--- config.mk ---
export PLATFORM = sky130hd
export DESIGN_NAME = linear_transform_tween_engine
export DESIGN_NICKNAME = d
export VERILOG_FILES = /design/src/ltte_pkg.sv /design/src/ltte_regs.sv /design/src/ltte_div.sv /design/src/linear_transform_tween_engine.sv
export VERILOG_INCLUDE_DIRS = /design/src /design/src/src
export SDC_FILE = /design/constraint.sdc
export NUM_CORES = 2
export LEC_CHECK = 0
export ABC_AREA = 0
export BUFFER_PORTS_ARGS = -buffer_cell sky130_fd_sc_hd__clkbuf_2
export CAP_MARGIN = 10
export CORE_ASPECT_RATIO = 1.25
export CORE_UTILIZATION = 35
export DETAILED_ROUTE_END_ITERATION = 8
export GPL_ROUTABILITY_DRIVEN = 0
export PLACE_DENSITY_LB_ADDON = 0.3
export SLEW_MARGIN = 20
export SYNTH_ARGS = -nofsm -noshare
export SYNTH_HDL_FRONTEND = slang
export SYNTH_SLANG_ARGS = --single-unit
--- constraint.sdc ---
create_clock -name clk -period 22.2 [get_ports clk]
set_input_delay 2.22 -clock clk [delete_from_list [all_inputs] [get_ports clk]]
set_output_delay 2.22 -clock clk [all_outputs]
set_load 0.02 [all_outputs]
--- src/linear_transform_tween_engine_assert.svh ---
`ifndef LINEAR_TRANSFORM_TWEEN_ENGINE_ASSERT_SVH
`define LINEAR_TRANSFORM_TWEEN_ENGINE_ASSERT_SVH

`ifndef SYNTH
`define LTTE_ASSERT(lbl, clk, rst_n, prop) \
  lbl: assert property (@(posedge clk) disable iff (!rst_n) prop) \
    else $error("assertion failed");
`define LTTE_NEVER(lbl, clk, rst_n, expr) \
  lbl: assert property (@(posedge clk) disable iff (!rst_n) !(expr)) \
    else $error("forbidden condition seen");
`else
`define LTTE_ASSERT(lbl, clk, rst_n, prop)
`define LTTE_NEVER(lbl, clk, rst_n, expr)
`endif

`endif

--- src/ltte_pkg.sv ---
package ltte_pkg;

  localparam int unsigned AW = 5;

  localparam logic [16:0] ONE_Q16 = 17'h10000;
  localparam logic [23:0] ONE_U24 = 24'h010000;
  localparam logic [23:0] MAX_U24 = 24'hFFFFFF;
  localparam logic [1:0] MODE_LOOP = 2'd1;
  localparam logic [1:0] MODE_FADE = 2'd2;
  localparam logic [4:0] PROG_STEPS = 5'd16;
  localparam logic [4:0] RATIO_STEPS = 5'd24;

  typedef enum logic [1:0] {
    OP_TICK, OP_START, OP_STOP, OP_RESUME
  } opcode_t;

  typedef enum logic [2:0] {
    REG_MOVE_X, REG_MOVE_Y, REG_TURN, REG_SCALE_X,
    REG_SCALE_Y, REG_RUN_LEN, REG_MODE, REG_FINAL_ALPHA
  } reg_idx_t;

  typedef enum logic [2:0] {
    S_IDLE, S_EVAL, S_DIVP, S_MUL, S_ACC, S_RSTART, S_RWAIT, S_DONE
  } state_t;

  typedef struct packed {
    logic signed [23:0] move_x;
    logic signed [23:0] move_y;
    logic signed [23:0] turn;
    logic [23:0] scale_x;
    logic [23:0] scale_y;
    logic [23:0] run_len;
    logic [1:0]  mode;
    logic [7:0]  final_alpha;
  } cfg_t;

  typedef struct packed {
    logic        start;
    logic [4:0]  steps;
    logic [23:0] rem;
    logic [23:0] low;
    logic [23:0] divisor;
  } div_req_t;

  typedef struct packed {
    logic        busy;
    logic        done;
    logic [23:0] quot;
  } div_rsp_t;

  typedef struct packed {
    logic               applied;
    logic signed [23:0] move_x;
    logic signed [23:0] move_y;
    logic signed [23:0] turn;
    logic [23:0]        ratio_x;
    logic [23:0]        ratio_y;
    logic [7:0]         alpha;
    logic [16:0]        progress;
    logic               finished;
    logic               restarted;
  } res_t;

endpackage

--- src/ltte_regs.sv ---
module ltte_regs
  import ltte_pkg::*;
(
  input  logic          clk,
  input  logic          rst_n,
  input  logic          psel,
  input  logic          penable,
  input  logic          pwrite,
  input  logic [AW-1:0] paddr,
  input  logic [31:0]   pwdata,
  output logic [31:0]   prdata,
  output logic          pready,
  output cfg_t          cfg
);

  cfg_t     cfg_r;
  reg_idx_t idx;
  logic     wr_en;

  assign idx    = reg_idx_t'(paddr[AW-1:2]);
  assign wr_en  = psel && penable && pwrite;
  assign pready = 1'b1;
  assign cfg    = cfg_r;

  always_ff @(posedge clk) begin
    if (!rst_n) begin
      cfg_r.move_x      <= '0;
      cfg_r.move_y      <= '0;
      cfg_r.turn        <= '0;
      cfg_r.scale_x     <= ONE_U24;
      cfg_r.scale_y     <= ONE_U24;
      cfg_r.run_len     <= '0;
      cfg_r.mode        <= '0;
      cfg_r.final_alpha <= '0;
    end else if (wr_en) begin
      unique case (idx)
        REG_MOVE_X:      cfg_r.move_x      <= $signed(pwdata[23:0]);
        REG_MOVE_Y:      cfg_r.move_y      <= $signed(pwdata[23:0]);
        REG_TURN:        cfg_r.turn        <= $signed(pwdata[23:0]);
        REG_SCALE_X:     cfg_r.scale_x     <= pwdata[23:0];
        REG_SCALE_Y:     cfg_r.scale_y     <= pwdata[23:0];
        REG_RUN_LEN:     cfg_r.run_len     <= pwdata[23:0];
        REG_MODE:        cfg_r.mode        <= pwdata[1:0];
        REG_FINAL_ALPHA: cfg_r.final_alpha <= pwdata[7:0];
      endcase
    end
  end

  always_comb begin
    unique case (idx)
      REG_MOVE_X:      prdata = {8'd0, cfg_r.move_x};
      REG_MOVE_Y:      prdata = {8'd0, cfg_r.move_y};
      REG_TURN:        prdata = {8'd0, cfg_r.turn};
      REG_SCALE_X:     prdata = {8'd0, cfg_r.scale_x};
      REG_SCALE_Y:     prdata = {8'd0, cfg_r.scale_y};
      REG_RUN_LEN:     prdata = {8'd0, cfg_r.run_len};
      REG_MODE:        prdata = {30'd0, cfg_r.mode};
      REG_FINAL_ALPHA: prdata = {24'd0, cfg_r.final_alpha};
    endcase
  end

endmodule

--- src/ltte_div.sv ---
module ltte_div
  import ltte_pkg::*;
(
  input  logic     clk,
  input  logic     rst_n,
  input  div_req_t req,
  output div_rsp_t rsp
);

  logic [23:0] rem_r, low_r, dvs_r, quot_r;
  logic [4:0]  cnt_r;
  logic        busy_r, done_r;
  logic [24:0] trial, diff;
  logic        ge;

  assign trial = {rem_r, low_r[23]};
  assign diff  = trial - {1'b0, dvs_r};
  assign ge    = trial >= {1'b0, dvs_r};

  always_ff @(posedge clk) begin
    if (!rst_n) begin
      busy_r <= 1'b0;
      done_r <= 1'b0;
      cnt_r  <= '0;
    end else begin
      done_r <= 1'b0;
      if (req.start) begin
        busy_r <= 1'b1;
        cnt_r  <= req.steps;
      end else if (busy_r) begin
        cnt_r <= cnt_r - 5'd1;
        if (cnt_r == 5'd1) begin
          busy_r <= 1'b0;
          done_r <= 1'b1;
        end
      end
    end
  end

  always_ff @(posedge clk) begin
    if (req.start) begin
      rem_r  <= req.rem;
      low_r  <= req.low;
      dvs_r  <= req.divisor;
      quot_r <= '0;
    end else if (busy_r) begin
      rem_r  <= ge ? diff[23:0] : trial[23:0];
      low_r  <= {low_r[22:0], 1'b0};
      quot_r <= {quot_r[22:0], ge};
    end
  end

  assign rsp.busy = busy_r;
  assign rsp.done = done_r;
  assign rsp.quot = quot_r;

endmodule

--- src/linear_transform_tween_engine.sv ---
// Linear keyframe tween engine.
// Commands arrive on the in_ channel (valid/ready): tick, start, stop or
// resume, each stamped with a millisecond time. Every accepted beat yields
// exactly one result beat on the out_ channel (valid/ready).
// Start, stop, resume and ticks while idle skip the arithmetic. An active
// tick runs five multiply and accumulate passes, a progress division and
// two scale ratio divisions, these only as needed; a fade tick runs only
// one pass. One shared restoring divider, one bit per cycle, and one 25 by
// 18 bit multiplier do the work. One command is in work at a time. The
// configuration is to be written over the APB-style port while the block
// is idle; the block itself does not enforce this. After reset the run is
// inactive and the configuration registers hold their reset values.
// If the receiver stalls, the finished result is held in the output
// register and the next command may still be accepted and computed; its
// result waits until the output register is free.
module linear_transform_tween_engine
  import ltte_pkg::*;
(
  input  logic               clk,
  input  logic               rst_n,
  input  logic               psel,
  input  logic               penable,
  input  logic               pwrite,
  input  logic [AW-1:0]      paddr,
  input  logic [31:0]        pwdata,
  output logic [31:0]        prdata,
  output logic               pready,
  input  logic               in_valid,
  output logic               in_ready,
  input  logic [1:0]         in_opcode,
  input  logic [31:0]        in_now_ms,
  input  logic [7:0]         in_current_alpha,
  output logic               out_valid,
  input  logic               out_ready,
  output logic               out_applied,
  output logic signed [23:0] out_move_x,
  output logic signed [23:0] out_move_y,
  output logic signed [23:0] out_turn,
  output logic [23:0]        out_ratio_x,
  output logic [23:0]        out_ratio_y,
  output logic [7:0]         out_alpha_out,
  output logic [16:0]        out_progress,
  output logic               out_finished,
  output logic               out_restarted
);

`include "linear_transform_tween_engine_assert.svh"

  cfg_t     cfg;
  div_req_t div_req;
  div_rsp_t div_rsp;

  ltte_regs u_regs (
    .clk(clk), .rst_n(rst_n), .psel(psel), .penable(penable), .pwrite(pwrite),
    .paddr(paddr), .pwdata(pwdata), .prdata(prdata), .pready(pready), .cfg(cfg)
  );

  ltte_div u_div (.clk(clk), .rst_n(rst_n), .req(div_req), .rsp(div_rsp));

  state_t state_r, state_nxt;

  opcode_t            op_r;
  logic [31:0]        now_r;
  logic [7:0]         alpha_in_r;
  logic               active_r;
  logic [31:0]        begin_time_r;
  logic signed [23:0] last_x_r, last_y_r, last_t_r;
  logic [23:0]        last_sx_r, last_sy_r, new_sx_r, new_sy_r;
  logic [7:0]         begin_alpha_r;
  logic [16:0]        prog_r;
  logic [2:0]         idx_r;
  logic               rsel_r;
  logic               fin_r, restart_r;
  logic signed [42:0] prod_r;
  res_t               res_r, out_r;
  logic               out_valid_r;

  logic [31:0]        elapsed;
  logic               early, len_zero, reached, run_done, need_pdiv, fade, loops;
  logic               fire;
  logic               tick_act;
  logic signed [8:0]  d_alpha;
  logic signed [24:0] mul_a;
  logic signed [42:0] prod_sum;
  logic signed [26:0] lv;
  logic signed [23:0] last_sel;
  logic signed [27:0] diff;
  logic signed [23:0] diff_sat;
  logic [23:0]        r_old, r_new;
  logic               r_sat;

  assign elapsed   = now_r - begin_time_r;
  assign early     = elapsed[31];
  assign len_zero  = cfg.run_len == 24'd0;
  assign reached   = elapsed >= {8'd0, cfg.run_len};
  assign run_done  = !early && (len_zero || reached);
  assign need_pdiv = (op_r == OP_TICK) && active_r && !early && !run_done;
  assign fade      = cfg.mode == MODE_FADE;
  assign loops     = cfg.mode == MODE_LOOP;
  assign fire      = !out_valid_r || out_ready;
  assign tick_act  = (op_r == OP_TICK) && active_r;

  assign d_alpha = $signed({1'b0, cfg.final_alpha}) - $signed({1'b0, begin_alpha_r});

  always_comb begin
    case (idx_r)
      3'd0: mul_a = fade ? {{16{d_alpha[8]}}, d_alpha} : {cfg.move_x[23], cfg.move_x};
      3'd1: mul_a = {cfg.move_y[23], cfg.move_y};
      3'd2: mul_a = {cfg.turn[23], cfg.turn};
      3'd3: mul_a = $signed({1'b0, cfg.scale_x} - {1'b0, ONE_U24});
      default: mul_a = $signed({1'b0, cfg.scale_y} - {1'b0, ONE_U24});
    endcase
  end

  assign prod_sum = prod_r + (prod_r[42] ? 43'sd65535 : 43'sd0);
  assign lv       = $signed(prod_sum[42:16]);

  always_comb begin
    case (idx_r)
      3'd0:    last_sel = last_x_r;
      3'd1:    last_sel = last_y_r;
      default: last_sel = last_t_r;
    endcase
  end

  assign diff = $signed({lv[26], lv}) - $signed({{4{last_sel[23]}}, last_sel});

  always_comb begin
    if (diff > 28'sd8388607) begin
      diff_sat = 24'sh7FFFFF;
    end else if (diff < -28'sd8388608) begin
      diff_sat = 24'sh800000;
    end else begin
      diff_sat = diff[23:0];
    end
  end

  assign r_old = rsel_r ? last_sy_r : last_sx_r;
  assign r_new = rsel_r ? new_sy_r : new_sx_r;
  assign r_sat = (r_old == 24'd0) || ({8'd0, r_new} >= {r_old, 8'd0});

  always_ff @(posedge clk) begin
    if (!rst_n) begin
      state_r <= S_IDLE;
    end else begin
      state_r <= state_nxt;
    end
  end

  always_comb begin
    state_nxt       = state_r;
    div_req.start   = 1'b0;
    div_req.steps   = PROG_STEPS;
    div_req.rem     = elapsed[23:0];
    div_req.low     = '0;
    div_req.divisor = cfg.run_len;
    unique case (state_r)
      S_IDLE: begin
        if (in_valid) state_nxt = S_EVAL;
      end
      S_EVAL: begin
        if (need_pdiv) begin
          div_req.start = 1'b1;
          state_nxt = S_DIVP;
        end else if ((op_r == OP_TICK) && active_r) begin
          state_nxt = S_MUL;
        end else begin
          state_nxt = S_DONE;
        end
      end
      S_DIVP: begin
        if (div_rsp.done) state_nxt = S_MUL;
      end
      S_MUL: state_nxt = S_ACC;
      S_ACC: begin
        if (fade) begin
          state_nxt = S_DONE;
        end else if (idx_r == 3'd4) begin
          state_nxt = S_RSTART;
        end else begin
          state_nxt = S_MUL;
        end
      end
      S_RSTART: begin
        div_req.steps   = RATIO_STEPS;
        div_req.rem     = {8'd0, r_new[23:8]};
        div_req.low     = {r_new[7:0], 16'd0};
        div_req.divisor = r_old;
        if (!r_sat) begin
          div_req.start = 1'b1;
          state_nxt = S_RWAIT;
        end else if (rsel_r) begin
          state_nxt = S_DONE;
        end
      end
      S_RWAIT: begin
        if (div_rsp.done) state_nxt = rsel_r ? S_DONE : S_RSTART;
      end
      S_DONE: begin
        if (fire) state_nxt = S_IDLE;
      end
      default: state_nxt = S_IDLE;
    endcase
  end

  assign in_ready = state_r == S_IDLE;

  always_ff @(posedge clk) begin
    if (!rst_n) begin
      active_r      <= 1'b0;
      begin_time_r  <= '0;
      last_x_r      <= '0;
      last_y_r      <= '0;
      last_t_r      <= '0;
      last_sx_r     <= ONE_U24;
      last_sy_r     <= ONE_U24;
      begin_alpha_r <= '0;
      out_valid_r   <= 1'b0;
    end else begin
      unique case (state_r)
        S_IDLE: begin
          if (in_valid) begin
            op_r       <= opcode_t'(in_opcode);
            now_r      <= in_now_ms;
            alpha_in_r <= in_current_alpha;
          end
        end
        S_EVAL: begin
          res_r.applied   <= tick_act;
          res_r.move_x    <= '0;
          res_r.move_y    <= '0;
          res_r.turn      <= '0;
          res_r.ratio_x   <= ONE_U24;
          res_r.ratio_y   <= ONE_U24;
          res_r.alpha     <= '0;
          res_r.progress  <= ((op_r == OP_TICK) && !active_r) ? ONE_Q16 : 17'd0;
          res_r.finished  <= tick_act && run_done && !loops;
          res_r.restarted <= tick_act && run_done && loops;
          fin_r           <= tick_act && run_done && !loops;
          restart_r       <= tick_act && run_done && loops;
          idx_r           <= '0;
          rsel_r          <= 1'b0;
          prog_r          <= early ? 17'd0 : ONE_Q16;
          unique case (op_r)
            OP_START: begin
              active_r      <= 1'b1;
              begin_time_r  <= now_r;
              last_x_r      <= '0;
              last_y_r      <= '0;
              last_t_r      <= '0;
              last_sx_r     <= ONE_U24;
              last_sy_r     <= ONE_U24;
              begin_alpha_r <= alpha_in_r;
            end
            OP_STOP:   active_r <= 1'b0;
            OP_RESUME: active_r <= 1'b1;
            default: ;
          endcase
        end
        S_DIVP: begin
          if (div_rsp.done) prog_r <= {1'b0, div_rsp.quot[15:0]};
        end
        S_MUL: begin
          prod_r         <= mul_a * $signed({1'b0, prog_r});
          res_r.progress <= prog_r;
        end
        S_ACC: begin
          idx_r <= idx_r + 3'd1;
          if (fade) begin
            res_r.alpha <= begin_alpha_r + lv[7:0];
          end else begin
            case (idx_r)
              3'd0: begin
                res_r.move_x <= diff_sat;
                last_x_r     <= lv[23:0];
              end
              3'd1: begin
                res_r.move_y <= diff_sat;
                last_y_r     <= lv[23:0];
              end
              3'd2: begin
                res_r.turn <= diff_sat;
                last_t_r   <= lv[23:0];
              end
              3'd3:    new_sx_r <= ONE_U24 + lv[23:0];
              default: new_sy_r <= ONE_U24 + lv[23:0];
            endcase
          end
        end
        S_RSTART: begin
          if (r_sat) begin
            rsel_r <= 1'b1;
            if (rsel_r) begin
              res_r.ratio_y <= MAX_U24;
              last_sy_r     <= new_sy_r;
            end else begin
              res_r.ratio_x <= MAX_U24;
              last_sx_r     <= new_sx_r;
            end
          end
        end
        S_RWAIT: begin
          if (div_rsp.done) begin
            rsel_r <= 1'b1;
            if (rsel_r) begin
              res_r.ratio_y <= div_rsp.quot;
              last_sy_r     <= new_sy_r;
            end else begin
              res_r.ratio_x <= div_rsp.quot;
              last_sx_r     <= new_sx_r;
            end
          end
        end
        S_DONE: begin
          if (fire) begin
            out_r <= res_r;
            if (fin_r) active_r <= 1'b0;
            if (restart_r) begin
              active_r      <= 1'b1;
              begin_time_r  <= now_r;
              last_x_r      <= '0;
              last_y_r      <= '0;
              last_t_r      <= '0;
              last_sx_r     <= ONE_U24;
              last_sy_r     <= ONE_U24;
              begin_alpha_r <= alpha_in_r;
            end
          end
        end
        default: ;
      endcase
      if ((state_r == S_DONE) && fire) begin
        out_valid_r <= 1'b1;
      end else if (out_ready) begin
        out_valid_r <= 1'b0;
      end
    end
  end

  assign out_valid     = out_valid_r;
  assign out_applied   = out_r.applied;
  assign out_move_x    = out_r.move_x;
  assign out_move_y    = out_r.move_y;
  assign out_turn      = out_r.turn;
  assign out_ratio_x   = out_r.ratio_x;
  assign out_ratio_y   = out_r.ratio_y;
  assign out_alpha_out = out_r.alpha;
  assign out_progress  = out_r.progress;
  assign out_finished  = out_r.finished;
  assign out_restarted = out_r.restarted;

  `LTTE_ASSERT(a_div_done_waited, clk, rst_n,
               div_rsp.done |-> (state_r == S_DIVP || state_r == S_RWAIT))
  `LTTE_ASSERT(a_progress_range, clk, rst_n, out_valid |-> (out_progress <= ONE_Q16))
  `LTTE_NEVER(a_fin_and_restart, clk, rst_n, out_valid && out_finished && out_restarted)
  `LTTE_NEVER(a_div_start_busy, clk, rst_n, div_req.start && div_rsp.busy)

endmodule
# Yosys cells after proc, flatten, opt, wreduce, memory -nomap -nowiden
# Index checks and enable logic that the tools add are counted.
[word_totals]
ff_bits = 872
input_bits = 86
out_inout_bits = 183
elab_cells = 283
[op_classes]
addsub = 11
n_mul = 1
order_cmp = 5
n_eq_ne = 43
muxes = 97
bitwise = 4
n_reduce_logical = 68
[ops]
columns = ["operator", "n"]
rows = [
  ["$mux 24", 34],
  ["$pmux 32 s8", 1],
  ["$pmux 24 s3", 3],
  ["$pmux 24 s4", 2],
  ["$pmux 48 s3", 1],
  ["$pmux 72 s2", 1],
  ["$pmux 25 s4", 1],
  ["$mux 32", 3],
  ["$mux 48", 2],
  ["$mux 76", 1],
  ["$mux 72", 1],
  ["$pmux 17 s2", 2],
  ["$pmux 32 s2", 1],
  ["$mux 17", 3],
  ["$sub 24x17->25 const B", 2],
  ["$logic_not 24->1", 2],
  ["$pmux 24 s2", 1],
  ["$add 43x17->43", 1],
  ["$mul 25x18->43", 1],
  ["$reduce_and 6->1", 6],
  ["$ge 24x32->1", 1],
  ["$ge 32x24->1", 1],
  ["$mux 8", 4],
  ["$pmux 8 s2", 2],
  ["47 further kinds", 152],
]

# Logic depth before layout (Yosys ltp)
[depth]
ltp_word = 9
ltp_mapped = 39
ltp_nobuf = 37

# Cells and area by module
# A second synthesis with hierarchy kept.
[unflattened]
cells_unflattened = 5660
hier_area_um2 = 56570.5
[modules_own_cells]
columns = ["module", "instances", "cells_per_inst", "area_per_inst_um2", "seq_area_each_um2"]
rows = [
  ["linear_transform_tween_engine", 1, 4328, 44340.0, 16816.1],
  ["ltte_regs", 1, 821, 6691.4, 3083.0],
  ["ltte_div", 1, 511, 5539.1, 2782.7],
]

# Worst setup path after synthesis
# OpenSTA, ideal clock, no wires.
[synth_timing]
path_kind = "register -> register"
from = "register idx_r[2]"
to = "register prod_r[42], data pin"
setup_time_ps = 260
arrival_ps = 8774
required_time_ps = 21940
path_slack_ps = 13166
stages_incl_launch_ff = 35
path_buffers = 4
period_less_slack_ps = 9034
path_cell_list = "edfxtp_1 -> inv_1 -> clkbuf_1 -> buf_1 -> ha_1 -> clkbuf_1 -> mux2i_1 -> ha_1 -> o21ai_0 -> xor2_1 -> nand2_1 -> a31oi_1 -> clkbuf_1 -> nand2_1 -> fa_1 -> fa_1 -> fa_1 -> inv_1 -> fa_1 -> fa_1 -> inv_1 -> fa_1 -> inv_1 -> ha_1 -> a211o_1 -> nor3_1 -> o21ai_0 -> nor2b_1 -> o211a_1 -> a21oi_1 -> o21ai_0 -> or4_1 -> a31o_2 -> a21oi_1 -> xnor2_1"
[synth_via]
elab_chain_len = 3
elab_cells_between_ends = 6
classes_between = "1 x mul; 3 x eq/ne; 1 x mux; 1 x reduce/logical"
[synth_rtl]
columns = ["element", "line", "rtl"]
rows = [
  ["from (decl)", "linear_transform_tween_engine.sv:71", "logic [2:0] idx_r;"],
  ["from (signal assigned)", "linear_transform_tween_engine.sv:268", "idx_r <= idx_r + 3'd1;"],
  ["$eq 3x2->1, or another cell as far along", "linear_transform_tween_engine.sv:106", "case (idx_r)"],
  ["$pmux 25 s4 (*)", "linear_transform_tween_engine.sv:106", ""],
  ["$mul 25x18->43 (*)", "linear_transform_tween_engine.sv:264", "prod_r <= mul_a * $signed({1'b0, prog_r});"],
  ["to (signal assigned)", "linear_transform_tween_engine.sv:264", ""],
  ["to (decl)", "linear_transform_tween_engine.sv:74", "logic signed [42:0] prod_r;"],
]
# Every way passes the cells marked *; elsewhere a longest branch is shown, timed or not.
# A chain may end at the register's enable or synchronous reset.

# Worst setup path after layout
[layout_timing]
from = "register begin_alpha_r[0]"
to = "register prod_r[42], data pin"
[layout_via]
elab_chain_len = 4
[layout_rtl]
columns = ["element", "line", "rtl"]
rows = [
  ["from (decl)", "linear_transform_tween_engine.sv:69", "logic [7:0] begin_alpha_r;"],
  ["from (signal assigned)", "linear_transform_tween_engine.sv:253", "begin_alpha_r <= alpha_in_r;"],
  ["from (signal assigned)", "linear_transform_tween_engine.sv:326", "begin_alpha_r <= alpha_in_r;"],
  ["$sub 8x8->9", "linear_transform_tween_engine.sv:103", "assign d_alpha = $signed({1'b0, cfg.final_alpha}) - $signed({1'b0, begin_alpha_r});"],
  ["$mux 25", "linear_transform_tween_engine.sv:107", "3'd0: mul_a = fade ? {{16{d_alpha[8]}}, d_alpha} : {cfg.move_x[23], cfg.move_x};"],
  ["$pmux 25 s4", "linear_transform_tween_engine.sv:106", ""],
  ["$mul 25x18->43", "linear_transform_tween_engine.sv:264", ""],
]
# Every way passes these cells.

==> impl_summary.md <==
Run status
The flow ran to the end, and the final reports show no timing, DRC or antenna violations.

Global route
The number of antenna violations at the first check in global routing is 15. Entering global routing, the biggest net connects 112 pins. Global routing used roughly 20% of the available tracks. The first-pass GRT wire length is around 250 mm. The number of global-route vias before repair is 41.5k. For this run the aggregate overflow at the end of global routing stands at 0.

Clock tree
Clock-pin slew was measured on the worst setup and hold paths at roughly 0.07 ns. The post-cts resize count is 0. The maximum buffer depth of the clock tree is 3. The number of hold buffers added after CTS is 0. The CTS tree is yes. The root buffer cell is sky130_fd_sc_hd__clkbuf_16.

The clock net in this run drives a total of ~860 sinks. Once the clock tree was built, the setup fixing pass inserted 0 buffers. In this run, CTS created clock tree buffers numbering 89. The insertion delay of the later-clocked pin in the worst-skew pair is between 0.7 and 0.8 ns. The clock tree synthesis step divided the H-tree into 3 levels.

Yosys
The commonest cells after synthesis are sky130_fd_sc_hd__nand2_1 (958), sky130_fd_sc_hd__inv_1 (615), sky130_fd_sc_hd__edfxtp_1 (506). The Yosys warning count is 0. The xor/xnor cell area share of the yosys netlist is around 2.5%. Of the synthesized area, sequential elements account for between 30 and 40%. Summed over its instances, the top area cell type makes up ~27% of the synthesized netlist area.

In this run the cell area of the synthesized design comes to ~56,000 um^2. The dominant combinational cell family by area after synthesis is adder cells. The most common flop cell mapped by yosys is sky130_fd_sc_hd__edfxtp_1.

The post-synthesis sequential element count is roughly 860. The proportion of register bits with asynchronous set or reset after synthesis is 0%. The adder and majority cell fraction of the synthesized area is 21.0%. sky130_fd_sc_hd__nand2_1 is the most common cell in the netlist. The number of enable flip-flop cells after synthesis is 506.

Summing the areas of all and, or, nand and nor instances in the mapped netlist gives 15.2% of the synthesized area. In the post-synthesis netlist, the biggest area contributors are sky130_fd_sc_hd__edfxtp_1 (27%), sky130_fd_sc_hd__fa_1 (15%), sky130_fd_sc_hd__dfxtp_1 (12%). The number of distinct standard cells referenced by the synthesized netlist is 90. Of the post-synthesis cell area, the part taken by muxes is around 2.7%. The share of the synthesized area in compound gates (AO/OA/AOI/OAI) is about an eighth. Averaged over all synthesized cells, the footprint is roughly 9.8 um^2. Counting every instance in the synthesized netlist gives ~5.7k. The biggest area consumer among synthesized cells is sky130_fd_sc_hd__edfxtp_1.

Die
The height of the die is 449 um. The area inside the core boundary is 158,000 um^2. The initial core utilization is 35.4%.

The number of top-level pins is roughly 270. The die covers 162,000 um^2. The placement row count is 163. In this run the horizontal extent of the chip is roughly 360 um.

STA
Headroom to the max-slew limit came out at between 20% and 30%. The share of the clock period used by the worst path after layout is roughly 47%. On the final layout, the worst clock skew is between 0.04 and 0.05 ns. Setup repair after global routing left no endpoint under its margin.

The minimum clock period after layout is 10.41 ns. The final total negative setup slack is 0 ns. The total count of max-transition violations in the final report is 0. The transition time at the pin with the least slew margin is about 1.2 ns. The number of endpoints with negative hold slack in the final report is 0. The setup violation total in the final timing report is 0.

The maximum achievable frequency is 96.1 MHz.

Setup path
The worst setup path is captured at a flop. For the worst setup path, the data arrival time is between 10 and 15 ns. The maximum fanout encountered on the critical timing path is 17.

The kind of launch point of the worst setup path is a flop. The largest single stage delay on the critical path is ~0.55 ns. The category of the most critical setup path is reg2reg. The most prevalent standard cell on the critical path is sky130_fd_sc_hd__fa_1. STA puts the critical path data required time at 22.71 ns.

The cell with the biggest individual delay on the critical path is sky130_fd_sc_hd__or4_1.

Route
The iteration count of the initial detailed-routing pass is 8. The vias after detailed routing is 41.5k. The detailed router finished its first iteration with roughly 3k violations. The number of vias per cell after detailed routing is 5.19. The routed wire length is between 150 and 200 mm. After detailed routing, the number of remaining DRC violations is 0. The average detailed-routed wire length per instance is 20.4 um. The post-detailed-route count of antenna-violating nets is 0.

Placed design
The count of buffers added on input and output ports is between 200 and 250. The number of placed instances, taps included, is about 7.8k. Detailed placement finished with a half-perimeter wire length of approximately 120 mm.

Power
Combinational logic burns 56.3% of the power. Across the VDD grid, the largest voltage drop is between 0.2 and 0.25 mV. For this design the total switching power over the nets is ~0.0038 W.

The switching part of the total power is 44.2%. The static leakage is 25.0 nW. The cell-internal power is roughly 0.0048 W.

The power density over the cells is 136 nW/um^2. The clock network power share is between 10% and 20%. The sequential share of power is between 20% and 30%.

Finish
After filler insertion, the fill cell instance count of the layout stands at roughly 15k. Of the cells placed in the final design, the portion with a size suffix greater than 1 is 10.4%. The non-filler instance count after layout is approximately 8.0k. The final-stage net count is ~6.6k.

Compared with the post-synthesis result, the final layout area differs by 12.2%. The area taken by flip-flops and latches is between 20,000 and 25,000 um^2. The multi-input combinational cells in the finished layout cover a total of 30,500 um^2.

Hold path
The path class of the tightest hold or removal check is reg2reg.

Job
Max-cap violations in this run came to 0.
==> layer usage <==
metal	wire, um	part of all wire [%]	track usage (%)
met5	14	0.0086	0
met1	66600	41	24.3
met4	5870	3.6	8.11
met3	7430	4.5	1.95
met2	83600	51	36.1
==> flip-flops by register name, indices dropped and copies added (netlist names), 24 cells and up <==
register	flops
u_regs.cfg	154
res_r	148
prod_r	43
begin_time_r	32
now_r	32
last_sx_r	24
last_sy_r	24
last_t_r	24
last_x_r	24
last_y_r	24
new_sx_r	24
new_sy_r	24
out_move_x	24
out_move_y	24
out_ratio_x	24
out_ratio_y	24
out_turn	24
u_div.dvs_r	24
u_div.quot_r	24
u_div.rem_r	24
==> stage by stage <==
step	setup slack (ns)	total power, W	hold slack (ns)	utilization, %	instance area, um^2
2_1_floorplan	13.17	0.00558	0.400	-	56100
3_3_place_gp	11.81	0.00689	0.401	37.7	59700
3_5_place_dp	11.77	0.00696	0.405	37.7	59800
4_1_cts	11.74	0.00858	0.395	39.6	62800
5_1_grt	11.31	0.00925	0.411	39.7	62900
6_report	11.79	0.00854	0.402	39.7	62900
==> cell type report <==
type / instances / share of cell area (%)
Clock inverter: 53 / 1.01
Antenna cell: 7 / 0.0279
Tap cell: 2062 / 4.10
Inverter: 617 / 3.68
Clock buffer: 113 / 3.86
Timing Repair Buffer: 368 / 3.45
Sequential cell: 856 / 35.3
Multi-Input combinational cell: 3924 / 48.5
==> power groups by stage <==
| stage | Sequential, W | Clock, W | Combinational [W] |
|---|---|---|---|
| after floorplan | 0.00213 | 0 | 0.00345 |
| after global placement | 0.00217 | 0 | 0.00471 |
| after detailed placement | 0.00218 | 0 | 0.00478 |
| after CTS | 0.00215 | 0.00162 | 0.00481 |
| after global routing | 0.00216 | 0.00168 | 0.00542 |
| final | 0.00214 | 0.00159 | 0.00481 |
==> worst paths after layout <==
check / cells past startpoint / endpoint / slack [ns] / start
hold reg to reg: 0 / out_ratio_y[2] / 0.40 / res_r[29]
setup reg to reg: 37 / prod_r[42] / 11.79 / begin_alpha_r[0]
setup / recovery: 37 / prod_r[42] / 11.79 / begin_alpha_r[0]
hold / removal: 0 / out_ratio_y[2] / 0.40 / res_r[29]
==> logic make-up (layout without fill, tap and decap cells) <==
group           after synthesis  after routing
flops                       856            856
xor+xnor                    161            161
other cells                   2             16
simple gates               1869           1869
compound gates             1054           1054
fa+ha+maj                   687            687
mux                         144            144
buf+inv                     923           1151
==> placed cells by master, fill, tap and decap left out, drive strengths merged, types with 11 or more instances in the layout <==
| cell | count |
|---|---|
| nor4 | 26 |
| a21o | 61 |
| nand2b | 39 |
| and3 | 41 |
| a222oi | 20 |
| xor2 | 57 |
| nor3 | 37 |
| nor2 | 257 |
| mux2 | 45 |
| fa | 421 |
| a21oi | 195 |
| a22oi | 45 |
| nand2 | 959 |
| a21boi | 292 |
| clkinv | 30 |
| xnor2 | 104 |
| o21ai | 199 |
| edfxtp | 506 |
| or2 | 13 |
| dfxtp | 350 |
| nor2b | 43 |
| a31oi | 25 |
| o22ai | 20 |
| mux2i | 96 |
| o211ai | 15 |
| a211oi | 37 |
| o31ai | 15 |
| and2 | 240 |
| o21a | 35 |
| nand4 | 27 |
| or3 | 16 |
| nand3 | 142 |
| clkbuf | 362 |
| a221oi | 11 |
| buf | 119 |
| ha | 265 |
| inv | 626 |
==> critical path: cells and delay by family, from the launching register on <==
kind / cells / cell delay, ns
AND/OR/NAND/NOR: 6 / 1.28
flip-flops: 1 / 0.43
buffers and inverters: 6 / 0.67
adder cells (fa/ha/maj): 9 / 4.00
AO/OA/AOI/OAI: 15 / 3.56
XOR/XNOR: 1 / 0.22
Note: power is estimated with default switching activity, not from simulation.
